### config.mk
export PLATFORM = sky130hd
export DESIGN_NAME = calendar_time_set_editor_top
export DESIGN_NICKNAME = d
export VERILOG_FILES = /design/src/sv/cal_edit_pkg.sv /design/src/sv/cal_edit_csr.sv /design/src/sv/cal_edit_update.sv /design/src/sv/calendar_time_set_editor_top.sv
export SDC_FILE = /design/constraint.sdc
export NUM_CORES = 1
export LEC_CHECK = 0
export ABC_AREA = 1
export BUFFER_PORTS_ARGS = -buffer_cell sky130_fd_sc_hd__buf_4
export CAP_MARGIN = 30
export CORE_MARGIN = 2
export CORE_UTILIZATION = 25
export CTS_CLUSTER_DIAMETER = 150
export DETAILED_ROUTE_END_ITERATION = 7
export SLEW_MARGIN = 20
export SYNTH_ARGS = -nofsm -noshare
export SYNTH_HDL_FRONTEND = slang
export SYNTH_SLANG_ARGS = --single-unit
### constraint.sdc
create_clock -name clock -period 4.8 [get_ports clock]
set_clock_uncertainty 0.15 [all_clocks]
set_input_delay 0.48 -clock clock [delete_from_list [all_inputs] [get_ports clock]]
set_output_delay 0.48 -clock clock [all_outputs]
set_load 0.02 [all_outputs]
### src/sv/cal_edit_pkg.sv
`default_nettype none

package cal_edit_pkg;

   // event codes carried in req_mode
   localparam logic [2:0] MODE_TICK = 3'd0;
   localparam logic [2:0] MODE_NEXT = 3'd1;
   localparam logic [2:0] MODE_INC  = 3'd2;
   localparam logic [2:0] MODE_DEC  = 3'd3;
   localparam logic [2:0] MODE_LOAD = 3'd4;

   // field indexes for selection and loads
   localparam logic [2:0] FLD_YEAR   = 3'd0;
   localparam logic [2:0] FLD_MONTH  = 3'd1;
   localparam logic [2:0] FLD_DAY    = 3'd2;
   localparam logic [2:0] FLD_HOUR   = 3'd3;
   localparam logic [2:0] FLD_MINUTE = 3'd4;
   localparam logic [2:0] FLD_SECOND = 3'd5;

   localparam logic [6:0] YEAR_MAX   = 7'd99;
   localparam logic [3:0] MONTH_MAX  = 4'd12;
   localparam logic [4:0] HOUR_MAX   = 5'd23;
   localparam logic [5:0] MINSEC_MAX = 6'd59;

   // register file
   localparam int        CSR_ADDR_W       = 3;
   localparam logic      CSR_BLINK_PERIOD = 1'b0;
   localparam logic [15:0] BLINK_PERIOD_RST = 16'd500;

   typedef struct packed {
      logic [6:0]  year;
      logic [3:0]  month;
      logic [4:0]  day;
      logic [4:0]  hour;
      logic [5:0]  minute;
      logic [5:0]  second;
      logic [2:0]  sel;
      logic [15:0] tick;
      logic        blink;
   } cal_state_type;

   typedef struct packed {
      logic [2:0] mode;
      logic [2:0] load_index;
      logic [6:0] load_value;
   } cal_req_type;

   localparam cal_state_type STATE_RST = '{
      year: 7'd0, month: 4'd1, day: 5'd1, hour: 5'd0, minute: 6'd0,
      second: 6'd0, sel: 3'd0, tick: 16'd0, blink: 1'b0};

   function automatic logic [4:0] month_len(input logic [3:0] month, input logic [6:0] year);
      logic [4:0] len;
      case (month) inside
         4'd4, 4'd6, 4'd9, 4'd11: len = 5'd30;
         4'd2:                    len = (year[1:0] == 2'b00) ? 5'd29 : 5'd28;
         default:                 len = 5'd31;
      endcase
      return len;
   endfunction

endpackage

`default_nettype wire

### src/sv/cal_edit_csr.sv
`default_nettype none

module cal_edit_csr (
   input  wire logic                               clock,
   input  wire logic                               reset,
   input  wire logic                               csr_psel,
   input  wire logic                               csr_penable,
   input  wire logic                               csr_pwrite,
   input  wire logic [cal_edit_pkg::CSR_ADDR_W-1:0] csr_paddr,
   input  wire logic [31:0]                        csr_pwdata,
   output logic      [31:0]                        csr_prdata,
   output logic                                    csr_pready,
   output logic      [15:0]                        blink_period
);

   logic [15:0] blink_period_ff;
   logic        wr_en;
   logic        reg_idx;

   assign reg_idx = csr_paddr[2];
   assign wr_en   = csr_psel & csr_penable & csr_pwrite;

   always_ff @(posedge clock) begin
      if (reset) begin
         blink_period_ff <= cal_edit_pkg::BLINK_PERIOD_RST;
      end else if (wr_en && reg_idx == cal_edit_pkg::CSR_BLINK_PERIOD) begin
         blink_period_ff <= csr_pwdata[15:0];
      end
   end

   always_comb begin
      unique case (reg_idx)
         cal_edit_pkg::CSR_BLINK_PERIOD: csr_prdata = {16'd0, blink_period_ff};
         default:                        csr_prdata = 32'd0;
      endcase
   end

   assign csr_pready   = 1'b1;
   assign blink_period = blink_period_ff;

endmodule

`default_nettype wire

### src/sv/cal_edit_update.sv
`default_nettype none

module cal_edit_update (
   input  wire cal_edit_pkg::cal_state_type cur,
   input  wire cal_edit_pkg::cal_req_type   req,
   input  wire logic [15:0]                 blink_period,
   output cal_edit_pkg::cal_state_type      nxt
);

   logic       inc;
   logic       dec;
   logic       ld;
   logic       sel_year, sel_month, sel_day, sel_hour, sel_minute, sel_second;
   logic       ld_year, ld_month, ld_day, ld_hour, ld_minute, ld_second;
   logic [6:0] year_n;
   logic [3:0] month_n;
   logic [4:0] day_n;
   logic [4:0] day_len;
   logic [4:0] hour_n;
   logic [5:0] minute_n;
   logic [5:0] second_n;
   logic [15:0] tick_sum;
   logic [6:0] lv;

   assign inc = (req.mode == cal_edit_pkg::MODE_INC);
   assign dec = (req.mode == cal_edit_pkg::MODE_DEC);
   assign ld  = (req.mode == cal_edit_pkg::MODE_LOAD);
   assign lv  = req.load_value;

   assign sel_year   = (cur.sel == cal_edit_pkg::FLD_YEAR);
   assign sel_month  = (cur.sel == cal_edit_pkg::FLD_MONTH);
   assign sel_day    = (cur.sel == cal_edit_pkg::FLD_DAY);
   assign sel_hour   = (cur.sel == cal_edit_pkg::FLD_HOUR);
   assign sel_minute = (cur.sel == cal_edit_pkg::FLD_MINUTE);
   // out-of-range selections edit the second field
   assign sel_second = !(sel_year | sel_month | sel_day | sel_hour | sel_minute);

   assign ld_year   = ld && (req.load_index == cal_edit_pkg::FLD_YEAR);
   assign ld_month  = ld && (req.load_index == cal_edit_pkg::FLD_MONTH);
   assign ld_day    = ld && (req.load_index == cal_edit_pkg::FLD_DAY);
   assign ld_hour   = ld && (req.load_index == cal_edit_pkg::FLD_HOUR);
   assign ld_minute = ld && (req.load_index == cal_edit_pkg::FLD_MINUTE);
   assign ld_second = ld && (req.load_index == cal_edit_pkg::FLD_SECOND);

   always_comb begin
      year_n = cur.year;
      if (inc && sel_year) begin
         year_n = (cur.year >= cal_edit_pkg::YEAR_MAX) ? 7'd0 : cur.year + 7'd1;
      end else if (dec && sel_year) begin
         year_n = (cur.year == 7'd0) ? 7'd0 : cur.year - 7'd1;
      end else if (ld_year) begin
         year_n = (lv > cal_edit_pkg::YEAR_MAX) ? cal_edit_pkg::YEAR_MAX : lv;
      end
   end

   always_comb begin
      month_n = cur.month;
      if (inc && sel_month) begin
         month_n = (cur.month >= cal_edit_pkg::MONTH_MAX) ? 4'd1 : cur.month + 4'd1;
      end else if (dec && sel_month) begin
         month_n = (cur.month <= 4'd1) ? cal_edit_pkg::MONTH_MAX : cur.month - 4'd1;
      end else if (ld_month) begin
         if (lv < 7'd1) begin
            month_n = 4'd1;
         end else if (lv > {3'd0, cal_edit_pkg::MONTH_MAX}) begin
            month_n = cal_edit_pkg::MONTH_MAX;
         end else begin
            month_n = lv[3:0];
         end
      end
   end

   // length follows the updated month and year so a day past it is caught below
   assign day_len = cal_edit_pkg::month_len(month_n, year_n);

   always_comb begin
      day_n = cur.day;
      if (inc && sel_day) begin
         day_n = cur.day + 5'd1;
      end else if (dec && sel_day) begin
         day_n = (cur.day <= 5'd1) ? day_len : cur.day - 5'd1;
      end else if (ld_day) begin
         if (lv < 7'd1) begin
            day_n = 5'd1;
         end else if (lv > {2'd0, day_len}) begin
            day_n = day_len;
         end else begin
            day_n = lv[4:0];
         end
      end
      // drop to the first when beyond the month after any edit
      if ((inc || dec || ld) && (day_n > day_len || day_n == 5'd0)) begin
         day_n = 5'd1;
      end
   end

   always_comb begin
      hour_n = cur.hour;
      if (inc && sel_hour) begin
         hour_n = (cur.hour >= cal_edit_pkg::HOUR_MAX) ? 5'd0 : cur.hour + 5'd1;
      end else if (dec && sel_hour) begin
         hour_n = (cur.hour == 5'd0) ? cal_edit_pkg::HOUR_MAX : cur.hour - 5'd1;
      end else if (ld_hour) begin
         hour_n = (lv > {2'd0, cal_edit_pkg::HOUR_MAX}) ? cal_edit_pkg::HOUR_MAX : lv[4:0];
      end
   end

   always_comb begin
      minute_n = cur.minute;
      if (inc && sel_minute) begin
         minute_n = (cur.minute >= cal_edit_pkg::MINSEC_MAX) ? 6'd0 : cur.minute + 6'd1;
      end else if (dec && sel_minute) begin
         minute_n = (cur.minute == 6'd0) ? cal_edit_pkg::MINSEC_MAX : cur.minute - 6'd1;
      end else if (ld_minute) begin
         minute_n = (lv > {1'b0, cal_edit_pkg::MINSEC_MAX}) ?
                    cal_edit_pkg::MINSEC_MAX : lv[5:0];
      end
   end

   always_comb begin
      second_n = cur.second;
      if (inc && sel_second) begin
         second_n = (cur.second >= cal_edit_pkg::MINSEC_MAX) ? 6'd0 : cur.second + 6'd1;
      end else if (dec && sel_second) begin
         second_n = (cur.second == 6'd0) ? cal_edit_pkg::MINSEC_MAX : cur.second - 6'd1;
      end else if (ld_second) begin
         second_n = (lv > {1'b0, cal_edit_pkg::MINSEC_MAX}) ?
                    cal_edit_pkg::MINSEC_MAX : lv[5:0];
      end
   end

   assign tick_sum = cur.tick + 16'd1;

   always_comb begin
      nxt        = cur;
      nxt.year   = year_n;
      nxt.month  = month_n;
      nxt.day    = day_n;
      nxt.hour   = hour_n;
      nxt.minute = minute_n;
      nxt.second = second_n;
      if (req.mode == cal_edit_pkg::MODE_TICK) begin
         if (tick_sum >= blink_period) begin
            nxt.tick  = 16'd0;
            nxt.blink = ~cur.blink;
         end else begin
            nxt.tick = tick_sum;
         end
      end else if (req.mode == cal_edit_pkg::MODE_NEXT) begin
         nxt.sel = (cur.sel >= cal_edit_pkg::FLD_SECOND) ? cal_edit_pkg::FLD_YEAR :
                   cur.sel + 3'd1;
      end
   end

endmodule

`default_nettype wire

### src/sv/calendar_time_set_editor_top.sv
// Channel   Direction  Ports
// -------   ---------  ---------------------------------------------------------
// req       in         req_valid/req_ready; req_mode, req_load_index, req_load_value
// rsp       out        rsp_valid/rsp_ready; rsp_year .. rsp_second, rsp_selected_field,
//                      rsp_blink_on
// csr       in/out     APB: csr_psel, csr_penable, csr_pwrite, csr_paddr, csr_pwdata,
//                      csr_prdata, csr_pready
//
// One word per cycle sustained while rsp_ready is held high; a word passes the input
// register, then the update logic into the state and result registers, where
// rsp_valid rises.
// Reset is synchronous; it restores the calendar to year 0, January 1, 00:00:00.
// A stalled rsp holds the result register and the input register; req_ready drops
// only when both are full.
`default_nettype none

module calendar_time_set_editor_top (
   input  wire logic                               clock,
   input  wire logic                               reset,
   input  wire logic                               req_valid,
   output logic                                    req_ready,
   input  wire logic [2:0]                         req_mode,
   input  wire logic [2:0]                         req_load_index,
   input  wire logic [6:0]                         req_load_value,
   output logic                                    rsp_valid,
   input  wire logic                               rsp_ready,
   output logic      [6:0]                         rsp_year,
   output logic      [3:0]                         rsp_month,
   output logic      [4:0]                         rsp_day,
   output logic      [4:0]                         rsp_hour,
   output logic      [5:0]                         rsp_minute,
   output logic      [5:0]                         rsp_second,
   output logic      [2:0]                         rsp_selected_field,
   output logic                                    rsp_blink_on,
   input  wire logic                               csr_psel,
   input  wire logic                               csr_penable,
   input  wire logic                               csr_pwrite,
   input  wire logic [cal_edit_pkg::CSR_ADDR_W-1:0] csr_paddr,
   input  wire logic [31:0]                        csr_pwdata,
   output logic      [31:0]                        csr_prdata,
   output logic                                    csr_pready
);

   logic [15:0]                 blink_period;
   cal_edit_pkg::cal_req_type   req_ff;
   logic                        req_valid_ff;
   cal_edit_pkg::cal_state_type state_ff;
   cal_edit_pkg::cal_state_type state_in;
   cal_edit_pkg::cal_state_type rsp_ff;
   logic                        rsp_valid_ff;
   logic                        advance;
   logic                        take;

   cal_edit_csr u_csr (
      .clock        (clock),
      .reset        (reset),
      .csr_psel     (csr_psel),
      .csr_penable  (csr_penable),
      .csr_pwrite   (csr_pwrite),
      .csr_paddr    (csr_paddr),
      .csr_pwdata   (csr_pwdata),
      .csr_prdata   (csr_prdata),
      .csr_pready   (csr_pready),
      .blink_period (blink_period)
   );

   cal_edit_update u_update (
      .cur          (state_ff),
      .req          (req_ff),
      .blink_period (blink_period),
      .nxt          (state_in)
   );

   // advance the held word when the result register is free or being drained
   assign advance   = req_valid_ff && (!rsp_valid_ff || rsp_ready);
   assign req_ready = !req_valid_ff || advance;
   assign take      = req_valid && req_ready;

   always_ff @(posedge clock) begin
      if (reset) begin
         req_valid_ff <= 1'b0;
         rsp_valid_ff <= 1'b0;
         state_ff     <= cal_edit_pkg::STATE_RST;
      end else begin
         if (take) begin
            req_valid_ff <= 1'b1;
         end else if (advance) begin
            req_valid_ff <= 1'b0;
         end
         if (advance) begin
            rsp_valid_ff <= 1'b1;
            state_ff     <= state_in;
         end else if (rsp_ready) begin
            rsp_valid_ff <= 1'b0;
         end
      end
   end

   always_ff @(posedge clock) begin
      if (take) begin
         req_ff.mode       <= req_mode;
         req_ff.load_index <= req_load_index;
         req_ff.load_value <= req_load_value;
      end
      if (advance) begin
         rsp_ff <= state_in;
      end
   end

   assign rsp_valid          = rsp_valid_ff;
   assign rsp_year           = rsp_ff.year;
   assign rsp_month          = rsp_ff.month;
   assign rsp_day            = rsp_ff.day;
   assign rsp_hour           = rsp_ff.hour;
   assign rsp_minute         = rsp_ff.minute;
   assign rsp_second         = rsp_ff.second;
   assign rsp_selected_field = rsp_ff.sel;
   assign rsp_blink_on       = rsp_ff.blink;

endmodule

`default_nettype wire

# --- After elaboration in Yosys (flattened, before gate mapping) ---
# Cells that the tools add are included.
word_totals:
  regBits: 121
  inputBits: 55
  out_inout_bits: 72
  wordCells: 173
op_classes:
  add_sub_neg: 14
  magnitude_cmp: 16
  n_eq_ne: 18
  muxes: 51
  n_bitwise: 8
  reduce_logical: 43
op_table:
  columns: ["cell", "n"]
  rows:
  - ["5-bit 2-to-1 mux", 15]
  - ["6-bit 2-to-1 mux", 11]
  - ["7-bit 2-to-1 mux", 6]
  - ["16-bit 2-to-1 mux", 2]
  - ["4-bit 2-to-1 mux", 7]
  - ["1-bit logical AND", 22]
  - ["3-bit by 2-bit equality test with 1-bit output, second input constant", 6]
  - ["16-bit by 1-bit adder with 16-bit output, second input constant", 1]
  - ["16-bit greater-or-equal comparator", 1]
  - ["6-bit by 1-bit adder with 6-bit output, second input constant", 2]
  - ["3-bit equality test, second input constant", 4]
  - ["6-bit greater-or-equal comparator, second input constant", 2]
  - ["6-bit zero test", 2]
  - ["6-bit by 1-bit subtractor with 6-bit output, second input constant", 2]
  - ["5-bit by 1-bit adder with 5-bit output, second input constant", 2]
  - ["5-bit zero test", 2]
  - ["5-bit by 1-bit subtractor with 5-bit output, second input constant", 2]
  - ["3-bit by 1-bit equality test with 1-bit output, second input constant", 3]
  - ["3-bit zero test", 3]
  - ["3-bit 2-to-1 mux", 3]
  - ["4-bit by 3-bit equality test with 1-bit output, second input constant", 2]
  - ["4-bit equality test, second input constant", 2]
  - ["7-bit by 1-bit adder with 7-bit output, second input constant", 1]
  - ["7-bit greater-or-equal comparator, second input constant", 1]
  - ["28 further kinds", 46]

# --- Logic depth before layout (Yosys ltp) ---
# Gate-level depths: netlist of run 1.
depth:
  ltp_word: 19
  mapped_depth: 35
  mapped_depth_nobuf: 35

# --- Hierarchy ---
# Synthesis of run 1 repeated with hierarchy kept, for this count alone.
hier_totals:
  hier_cells: 1257
  area_unflattened_um2: 8777.2
modules_own_cells:
  columns: ["mod", "instances", "cells_per_inst", "area_per_inst_um2", "seq_area_each_um2"]
  rows:
  - ["calendar_time_set_editor_top", 1, 405, 4078.9, 2602.5]
  - ["cal_edit_update", 1, 702, 3743.6, 0.0]
  - ["cal_edit_csr", 1, 150, 954.7, 320.3]

# --- Worst setup path before layout of run 1 ---
# Ideal clock, no wire load.
synth_path:
  kind: "register to register"
  from: "reg state_ff[42] (netlist name)"
  to: "reg rsp_ff, in the netlist rsp_day[2], data pin"
  setup_ns: 0.252
  t_arrival_ns: 3.395
  required_time_ns: 4.398
  path_slack_ns: 1.003
  path_stages_with_launch: 30
  path_buffers: 0
  synth_period_minus_slack_ns: 3.797
  path_cell_list: "dfxtp_1 -> inv_1 -> ha_1 -> o21ai_0 -> nand3_1 -> nand2_1 -> inv_1 -> nand2_1 -> nand2_2 -> nor2_4 -> nand3_2 -> nand2_1 -> inv_1 -> ha_1 -> nand2_1 -> a31oi_1 -> inv_1 -> o21bai_1 -> inv_1 -> nand2_1 -> nand2_1 -> nand3_2 -> nand2_2 -> ha_1 -> a21oi_1 -> nand4_1 -> nand2_1 -> nand2_2 -> nand2_1 -> inv_1"
synth_lines:
  columns: ["element", "line_no", "source"]
  rows:
  - ["from (decl)", "calendar_time_set_editor_top.sv:47", "cal_edit_pkg::cal_state_type state_ff;"]
  - ["from (signal assigned)", "calendar_time_set_editor_top.sv:83", "state_ff <= cal_edit_pkg::STATE_RST;"]
  - ["from (signal assigned)", "calendar_time_set_editor_top.sv:92", "state_ff <= state_in;"]
  - ["to (signal assigned)", "calendar_time_set_editor_top.sv:106", "rsp_ff <= state_in;"]
  - ["to (decl)", "calendar_time_set_editor_top.sv:49", "cal_edit_pkg::cal_state_type rsp_ff;"]

==> results of run 1 <==
## state kept, by name, indices dropped and copies added (netlist names), 3 cells and up
register / count
req_ff: 13
rsp_day: 5
rsp_hour: 5
rsp_minute: 6
rsp_month: 4
rsp_second: 6
rsp_selected_field: 3
rsp_year: 7
state_ff: 53
u_csr.blink_period: 16
## area by class of cell
| type | instances | area, um^2 |
|---|---|---|
| fillers | 3297 | 21100 |
| flip-flops and latches | 121 | 2920 |
| repair buffers | 93 | 711 |
| diodes | 1 | 2.50 |
| well taps | 396 | 495 |
| clock inverters | 9 | 56.3 |
| clock buffers | 23 | 520 |
| multi-input cells | 724 | 3930 |
| inverters | 174 | 653 |
## metal layers
metal | vias up | track usage [%] | routed length, um
met5 | - | 0 | 0
met2 | 206 | 19.5 | 8950
met1 | 3222 | 16.2 | 9210
met4 | 0 | 3.28 | 215
li1 | 3589 | - | -
met3 | 18 | 3.55 | 1430
## power by group
part	total (mW)	internal, mW	switching, mW
sequential	1.19	1.14	0.0510
combinational	0.466	0.167	0.299
clock	1.24	0.761	0.478
## final timing paths
path	endpoint	cells after the start
max	rsp_day[2]$_DFFE_PP_	30
max reg2reg	rsp_day[2]$_DFFE_PP_	30
min reg2reg	state_ff[7]$_SDFFE_PP0P_	2
min	req_ff[1]$_DFFE_PP_	1
## placed cells by master, fill, tap and decap left out, types with 3 or more instances in the layout
cell       count
nand2_1      174
inv_1        161
o21ai_0      104
a21oi_1      103
nor2_1        95
buf_4         92
dfxtp_1       71
nand3_1       57
edfxtp_1      50
ha_1          42
xor2_1        22
clkbuf_16     19
conb_1        17
nand2_2       12
inv_2         12
nand4_1       12
xnor2_1       11
o211ai_1       8
nor3_1         8
o22ai_1        6
nor2_2         5
a31oi_1        5
nor2_4         5
o221ai_1       4
inv_4          4
o31ai_1        3
nand3_2        3
o21a_1         3
o21ai_1        3
clkbuf_8       3
clkinv_2       3
## through the flow
| stage | area [um^2] | util, % | power [mW] | hold WS, ps | setup slack (ps) |
|---|---|---|---|---|---|
| 6_report | 9290 | 30.5 | 2.89 | 85.4 | 512 |
| 2_1_floorplan | 7760 | - | 1.53 | 295 | 1000 |
| 3_3_place_gp | 8690 | 28.5 | 1.66 | 303 | 516 |
| 5_1_grt | 9290 | 30.5 | 3.04 | 66.8 | 45.1 |
| 3_5_place_dp | 8710 | 28.6 | 1.67 | 311 | 505 |
| 4_1_cts | 9280 | 30.5 | 2.92 | 70.2 | 478 |
## cells by family (layout without fill, tap and decap cells)
logic type               Yosys count  in the layout  synth area share (%)
XOR/XNOR                          33             33                  3.75
AO/OA/AOI/OAI                    253            253                  17.9
adder cells (fa/ha/maj)           42             42                  6.82
AND/OR/NAND/NOR                  379            379                  21.6
other                              2             18                0.0975
flip-flops                       121            121                  38.0
buffers and inverters            219            299                  11.9
## cells in the mapped netlist (3+ instances only)
library cell,number
nand3_1,57
buf_4,17
nand2_2,11
nand3_2,3
edfxtp_1,50
xnor2_1,11
dfxtp_1,71
xor2_1,22
nand4_1,12
nand2_1,175
ha_1,42
o221ai_1,4
nor2_4,5
nor3_1,8
o21a_1,3
inv_1,162
o21ai_0,105
clkbuf_1,23
inv_2,11
o211ai_1,8
nor2_2,5
nor4_1,3
a21oi_1,103
nor2_1,95
o22ai_1,6
o31ai_1,3
a31oi_1,5
## timing repair
action                                  CTS  global route
gates resized for setup                   0             1
endpoints found under the setup margin    0             1
hold buffers                              0             0
==> impl_metrics.ini, run 1 <==
[status]
outcome = complete, no violations

[synthesis]
ys.flop_type = dfxtp_1
ys_seq_area_share_pct = 38.0
yosysTopAreaCell = edfxtp_1
yosys_register_bits = 121
yosys-top-cells-area = edfxtp_1, dfxtp_1, nand2_1
synth_warnings = 0
syn_inst = 1049
synth-edff-count = 50
synth_area_um2 = 7700
ys_async_sr_fraction_pct = 0
yosysTopAreaCellShare_pct = 19.5
ys_types = 47
avgSynthCellArea_um2 = 7.34

[clock_tree]
root_buffer = clkbuf_16
clkSinkCount = 121
clk_pin_slew_ps = 60
cts_tree = done
post_cts_buffers = 0
htreeDepth = 4
clock_latency_ps = 420
numCtsBuffers = 17
clockBufferDepth = 2

[critical_path]
endpoint_kind = register
rr_startpoint = state_ff[17]$_SDFFE_PP0P_
rrSetupSlack_ps = 510
critPathRequiredTime_ps = 4820
crit_buf_inv = 6
crit_arrival_ps = 4310
crit_path_max_fanout = 6
crit_family = simple AND/OR/NAND/NOR gates
start_kind = register
cpPeakStageDelay_ps = 350
cpMostUsedCell = nand2_1
crit_start = state_ff[17]$_SDFFE_PP0P_
criticalPathCategory = reg -> reg
slowest_stage = dfxtp_1

[global_routing]
grt.total_usage_pct = 12.2
grt_pass1_wl_um = 32400
grt_overflow = 0
antenna_found_initial = 1
grt_start_max_net_pins = 52
grt_pass1_vias = 6527

[route]
via_per_inst = 4.57
vias = 7035
routedWlPerCell_um = 12.9
firstDrtPassIters = 5
ant_nets = 0
drc = 0
totalWireLength_um = 19800
drtIter0Drc = 561

[floorplan]
pin_count = 127
fp.dieW_um = 180
die_y_um = 180
start_util_pct = 25.3
row_count = 64
dieArea_um2 = 32200
coreArea_um2 = 30400

[placement]
gp_congestion = 0.866
portBuffers = 91
hpwl_um = 14800
place_inst = 1508

[hold_path]
min-delay-path-class = in -> reg
hp-start = req_load_value[1]

[power]
peakVddDrop_uv = 251
power.leakage_nw = 4.21
p_per_area_nw_per_um2 = 311

[sta]
tightest_slew_ps = 804
finalSetupViolCount = 0
finalCritPeriodShare_pct = 89.3
slew_violations = 0
timing.setup.tns_ps = 0
hold_viol = 0
rsz0062_at_grt = false
max_freq_mhz = 233
slew_headroom_pct = 46.1
layout_min_cycle_time_ps = 4290

[cells_and_area]
fin_cells = 1541
drive_above_1_share_pct = 14.8
nets = 1228
area.growth.synth_to_final_pct = 20.6

[flow_run]
drv_cap = 0
Note: power is estimated with default switching activity, not from simulation.
==> inputs of run 2 (changes only) <==
Settings changed: CAP_MARGIN 30 to 20, CORE_ASPECT_RATIO from default to 1.5.
==> impl_metrics.ini, run 2 (synthesis results as in run 1) <==
[sta]
finalCritPeriodShare_pct = 89.1
slew_violations = 0
hold_viol = 0
layout_min_cycle_time_ps = 4280
slew_headroom_pct = 34.6
timing.hold.ws_ps = 85.6
rsz0062_at_grt = false
tightest_slew_ps = 971
finalSetupViolCount = 0
timing.setup.tns_ps = 0
max_freq_mhz = 234

[global_routing]
grt_pass1_wl_um = 32500
grt_pass1_vias = 6517
antenna_found_initial = 0
grt_overflow = 0
grt_start_max_net_pins = 63
grt.total_usage_pct = 12.6

[clock_tree]
clk_pin_slew_ps = 60
numCtsBuffers = 17
clkSinkCount = 121
root_buffer = clkbuf_16
post_cts_buffers = 0
holdBufCountCts = 0
htreeDepth = 4
clockBufferDepth = 2
clock_latency_ps = 420
cts_tree = done

[critical_path]
r2r_end = rsp_day[2]$_DFFE_PP_
endpoint_kind = register
crit_arrival_ps = 4300
crit_start = state_ff[17]$_SDFFE_PP0P_
crit_path_max_fanout = 6
cpPeakStageDelay_ps = 340
r2r_cells = 30
cpMostUsedCell = nand2_1
rrSetupSlack_ps = 520
critPathRequiredTime_ps = 4820
criticalPathCategory = reg -> reg
start_kind = register
rr_startpoint = state_ff[17]$_SDFFE_PP0P_
slowest_stage = dfxtp_1

[route]
routedWlPerCell_um = 13.1
drc = 0
firstDrtPassIters = 6
drtIter0Drc = 373
via_per_inst = 4.56
vias = 7043
ant_nets = 0
totalWireLength_um = 20200

[flow_run]
drv_cap = 0

[floorplan]
fp.dieW_um = 147
pin_count = 127
dieArea_um2 = 32300
start_util_pct = 25.5
row_count = 78
coreArea_um2 = 30300
die_y_um = 219

[cells_and_area]
n_fill_cell = 3289
top_register = state_ff
nets = 1227
final_cell_mix = nand2_1, inv_1, o21ai_0, a21oi_1, nor2_1
drive_above_1_share_pct = 14.5
area.growth.synth_to_final_pct = 21.3
final_core_util_pct = 30.9
final_common_cell = nand2_1
n_antenna_cell = 0
largest_reg_flops = 53

[placement]
portBuffers = 91
gp_congestion = 0.889
hpwl_um = 15300

[power]
peakVddDrop_uv = 218
power.leakage_nw = 4.22
p_per_area_nw_per_um2 = 327

[hold_path]
min_delay_path_depth = 1
min-delay-path-class = in -> reg
holdPathEnd = req_ff[3]$_DFFE_PP_
hp-start = req_load_value[3]

[status]
outcome = complete, no violations
==> run 2: cell type report <==
class,instances,area [um^2],share of cell area (%)
Inverter,174,653,6.99
Multi-Input combinational cell,724,3930,42.1
Sequential cell,121,2920,31.3
Timing Repair Buffer,92,691,7.40
Tap cell,400,500,5.36
Clock inverter,13,200,2.14
Clock buffer,19,443,4.74
==> run 2: worst max path at each step <==
| stage | endpoint |
|---|---|
| 2_1_floorplan | rsp_day[2]$_DFFE_PP_ |
| 3_3_place_gp | rsp_day[2]$_DFFE_PP_ |
| 3_5_place_dp | rsp_day[2]$_DFFE_PP_ |
| 4_1_cts | rsp_day[2]$_DFFE_PP_ |
| 5_1_grt | rsp_day[2]$_DFFE_PP_ |
| 6_report | rsp_day[2]$_DFFE_PP_ |
==> run 2: routing by layer <==
layer / GRT usage (%) / wire length (um) / up-vias / part of all wire, %
met3: 2.70 / 964 / 35 / 4.8
met5: 0 / 0 / - / 0
met4: 4.81 / 482 / 0 / 2.4
met1: 13.9 / 8250 / 3213 / 41
met2: 23.6 / 10500 / 209 / 52
li1: - / - / 3586 / -
==> run 2: what timing repair did <==
item                                   in CTS  in global routing
setup endpoints to repair                   0                  4
endpoints found under the hold margin       0                  0
resized for setup                           0                  1
==> run 2: critical path, delay by kind of cell (launching register included) <==
family / cells / cell delay (ps)
buffers and inverters: 6 / 470
adders and majority gates: 3 / 770
DFF: 1 / 340
and+or+nand+nor: 18 / 1830
AOI/OAI and AO/OA: 3 / 490
==> run 2: power breakdown <==
part	leakage (nW)	total, mW	switching (mW)	internal [mW]
Combinational	2.85	0.466	0.301	0.165
Sequential	1.06	1.19	0.0515	1.14
Clock	0.306	1.40	0.473	0.930
Total	4.22	3.06	0.826	2.23
==> run 2: stage by stage <==
step	instances	setup WS [ps]	power [mW]	instance area, um^2
detailed placement	1511	467	1.68	8690
global placement	1511	493	1.67	8690
finish	1543	524	3.06	9340
global route	1543	42.5	3.20	9340
CTS	1543	433	3.09	9330
floorplan	1064	1000	1.53	7760
==> inputs of run 3 (changes only) <==
Settings changed: CORE_UTILIZATION 25 to 40.
Clock period 4.8 ns to 3.55 ns, I/O delays scaled along.
==> impl_metrics.ini, run 3 (synthesis results as in run 1) <==
[critical_path]
r2r_end = rsp_day[4]$_DFFE_PP_
critPathRequiredTime_ps = 3590
endpoint_kind = register
slowest_stage = edfxtp_1
criticalPathCategory = reg -> reg
crit_path_max_fanout = 5
rr_startpoint = req_ff[11]$_DFFE_PP_
start_kind = register
r2r_cells = 30
rrSetupSlack_ps = -310
crit_arrival_ps = 3900
cpPeakStageDelay_ps = 460
cpMostUsedCell = nand2_2

[power]
power_frac_comb_pct = 20.1
peakVddDrop_uv = 308
power.leakage_nw = 5.03
seq_power_share_pct = 37.6
internal_power_mw = 3.01
switching_share_pct = 29.1
p_switching_mw = 1.23
clkPwrFrac_pct = 42.4
p_per_area_nw_per_um2 = 394

[sta]
layout_min_cycle_time_ps = 3860
slew_violations = 0
rsz0062_at_grt = true
finalCritPeriodShare_pct = 109
tightest_slew_ps = 699
fin_ws_ps = -311
hold_viol = 0
max_freq_mhz = 259
finalSetupViolCount = 10
slew_headroom_pct = 53.4

[route]
ant_nets = 0
drtIter0Drc = 382
firstDrtPassIters = 5
via_per_inst = 4.88
totalWireLength_um = 21600
routedWlPerCell_um = 13.9
vias = 7593
drc = 0

[cells_and_area]
drive_above_1_share_pct = 29.6
final_cell_mix = buf_4, nand2_1, inv_1, o21ai_0, a21oi_1
top_register = state_ff
final_area_um2 = 10800
nets = 1383
final_common_cell = buf_4
n_antenna_cell = 0
area.growth.synth_to_final_pct = 40.0
n_fill_cell = 1792
largest_reg_flops = 53

[floorplan]
die_y_um = 174
start_util_pct = 40.5
dieArea_um2 = 20400
pin_count = 127
fp.dieW_um = 117
row_count = 62
coreArea_um2 = 19000

[placement]
hpwl_um = 15700
pre_cts_slack_ps = -404
gp_congestion = 0.922
portBuffers = 91
placed_area_um2 = 9380

[global_routing]
grt_start_max_net_pins = 62
grt.total_usage_pct = 21.5
grt_pass1_wl_um = 34300
grt_overflow = 0
antenna_found_initial = 0
grt_pass1_vias = 7367

[clock_tree]
clockBufferDepth = 2
clkSinkCount = 121
numCtsBuffers = 17
htreeDepth = 4
clock_latency_ps = 430
root_buffer = clkbuf_16
cts_tree = done
clk_pin_slew_ps = 60

[hold_path]
min-delay-path-class = in -> reg
holdPathEnd = req_valid_ff$_SDFFE_PP0P_
min_delay_path_depth = 3
hp-start = req_valid

[status]
violations = negative setup slack
outcome = complete, but fails checks

[flow_run]
drv_cap = 0
run 3: worst max-delay path by stage:
stage	slack (ps)	end	startpoint
after global routing	-570	rsp_day[4]$_DFFE_PP_	req_ff[11]$_DFFE_PP_
after CTS	-250	rsp_day[1]$_DFFE_PP_	req_ff[12]$_DFFE_PP_
after global placement	-330	rsp_day[1]$_DFFE_PP_	req_ff[11]$_DFFE_PP_
after detailed placement	-400	rsp_day[1]$_DFFE_PP_	req_ff[11]$_DFFE_PP_
final	-310	rsp_day[4]$_DFFE_PP_	req_ff[11]$_DFFE_PP_
after floorplan	-1	rsp_day[4]$_DFFE_PP_	req_ff[12]$_DFFE_PP_
run 3: layout make-up:
cell class | count | area (um^2) | share of cell area, %
Clock buffer | 17 | 425 | 3.95
Clock inverter | 15 | 176 | 1.64
Inverter | 174 | 663 | 6.15
Multi-Input combinational cell | 724 | 4340 | 40.3
Sequential cell | 121 | 2930 | 27.2
Tap cell | 256 | 320 | 2.97
Timing Repair Buffer | 248 | 1920 | 17.8
run 3: metrics by stage:
stage / power (mW) / hold WS, ps / TNS, ps / utilization (%) / std cells
finish: 4.24 / 53.5 / -2510 / 56.7 / 1555
global route: 4.43 / 68.4 / -5030 / 56.7 / 1555
CTS: 4.21 / 49.0 / -1870 / 54.6 / 1538
detailed placement: 2.37 / 307 / -4680 / 49.3 / 1472
global placement: 2.37 / 304 / -3610 / 49.3 / 1472
floorplan: 2.09 / 295 / -1.17 / - / 1064
run 3: timing repair:
item,CTS,global route
hold buffers,19,0
buffers inserted,15,18
hold endpoints to repair,19,0
pin swaps,6,49
resized for setup,24,73
setup endpoints to repair,24,25
run 3: worst max-delay path, delay by kind of cell, from the launching register on:
kind,cells,cell delay (ps)
compound gates,5,580
buf+inv,6,420
fa+ha+maj,2,560
simple gates,17,1440
flops,1,460
run 3: per-layer routing:
| layer | share of wire (%) | track usage, % |
|---|---|---|
| met3 | 3.6 | 4.11 |
| met2 | 55 | 40.1 |
| met5 | 0 | 0 |
| met4 | 3.2 | 10.5 |
| met1 | 38 | 22.3 |
run 3: power by group through the flow:
stage               logic, mW  clock network [mW]  registers [mW]
floorplan               0.448                   0            1.64
global placement        0.746                   0            1.62
detailed placement      0.752                   0            1.62
CTS                     0.797                1.82            1.59
global route            0.942                1.89            1.60
finish                  0.851                1.80            1.59
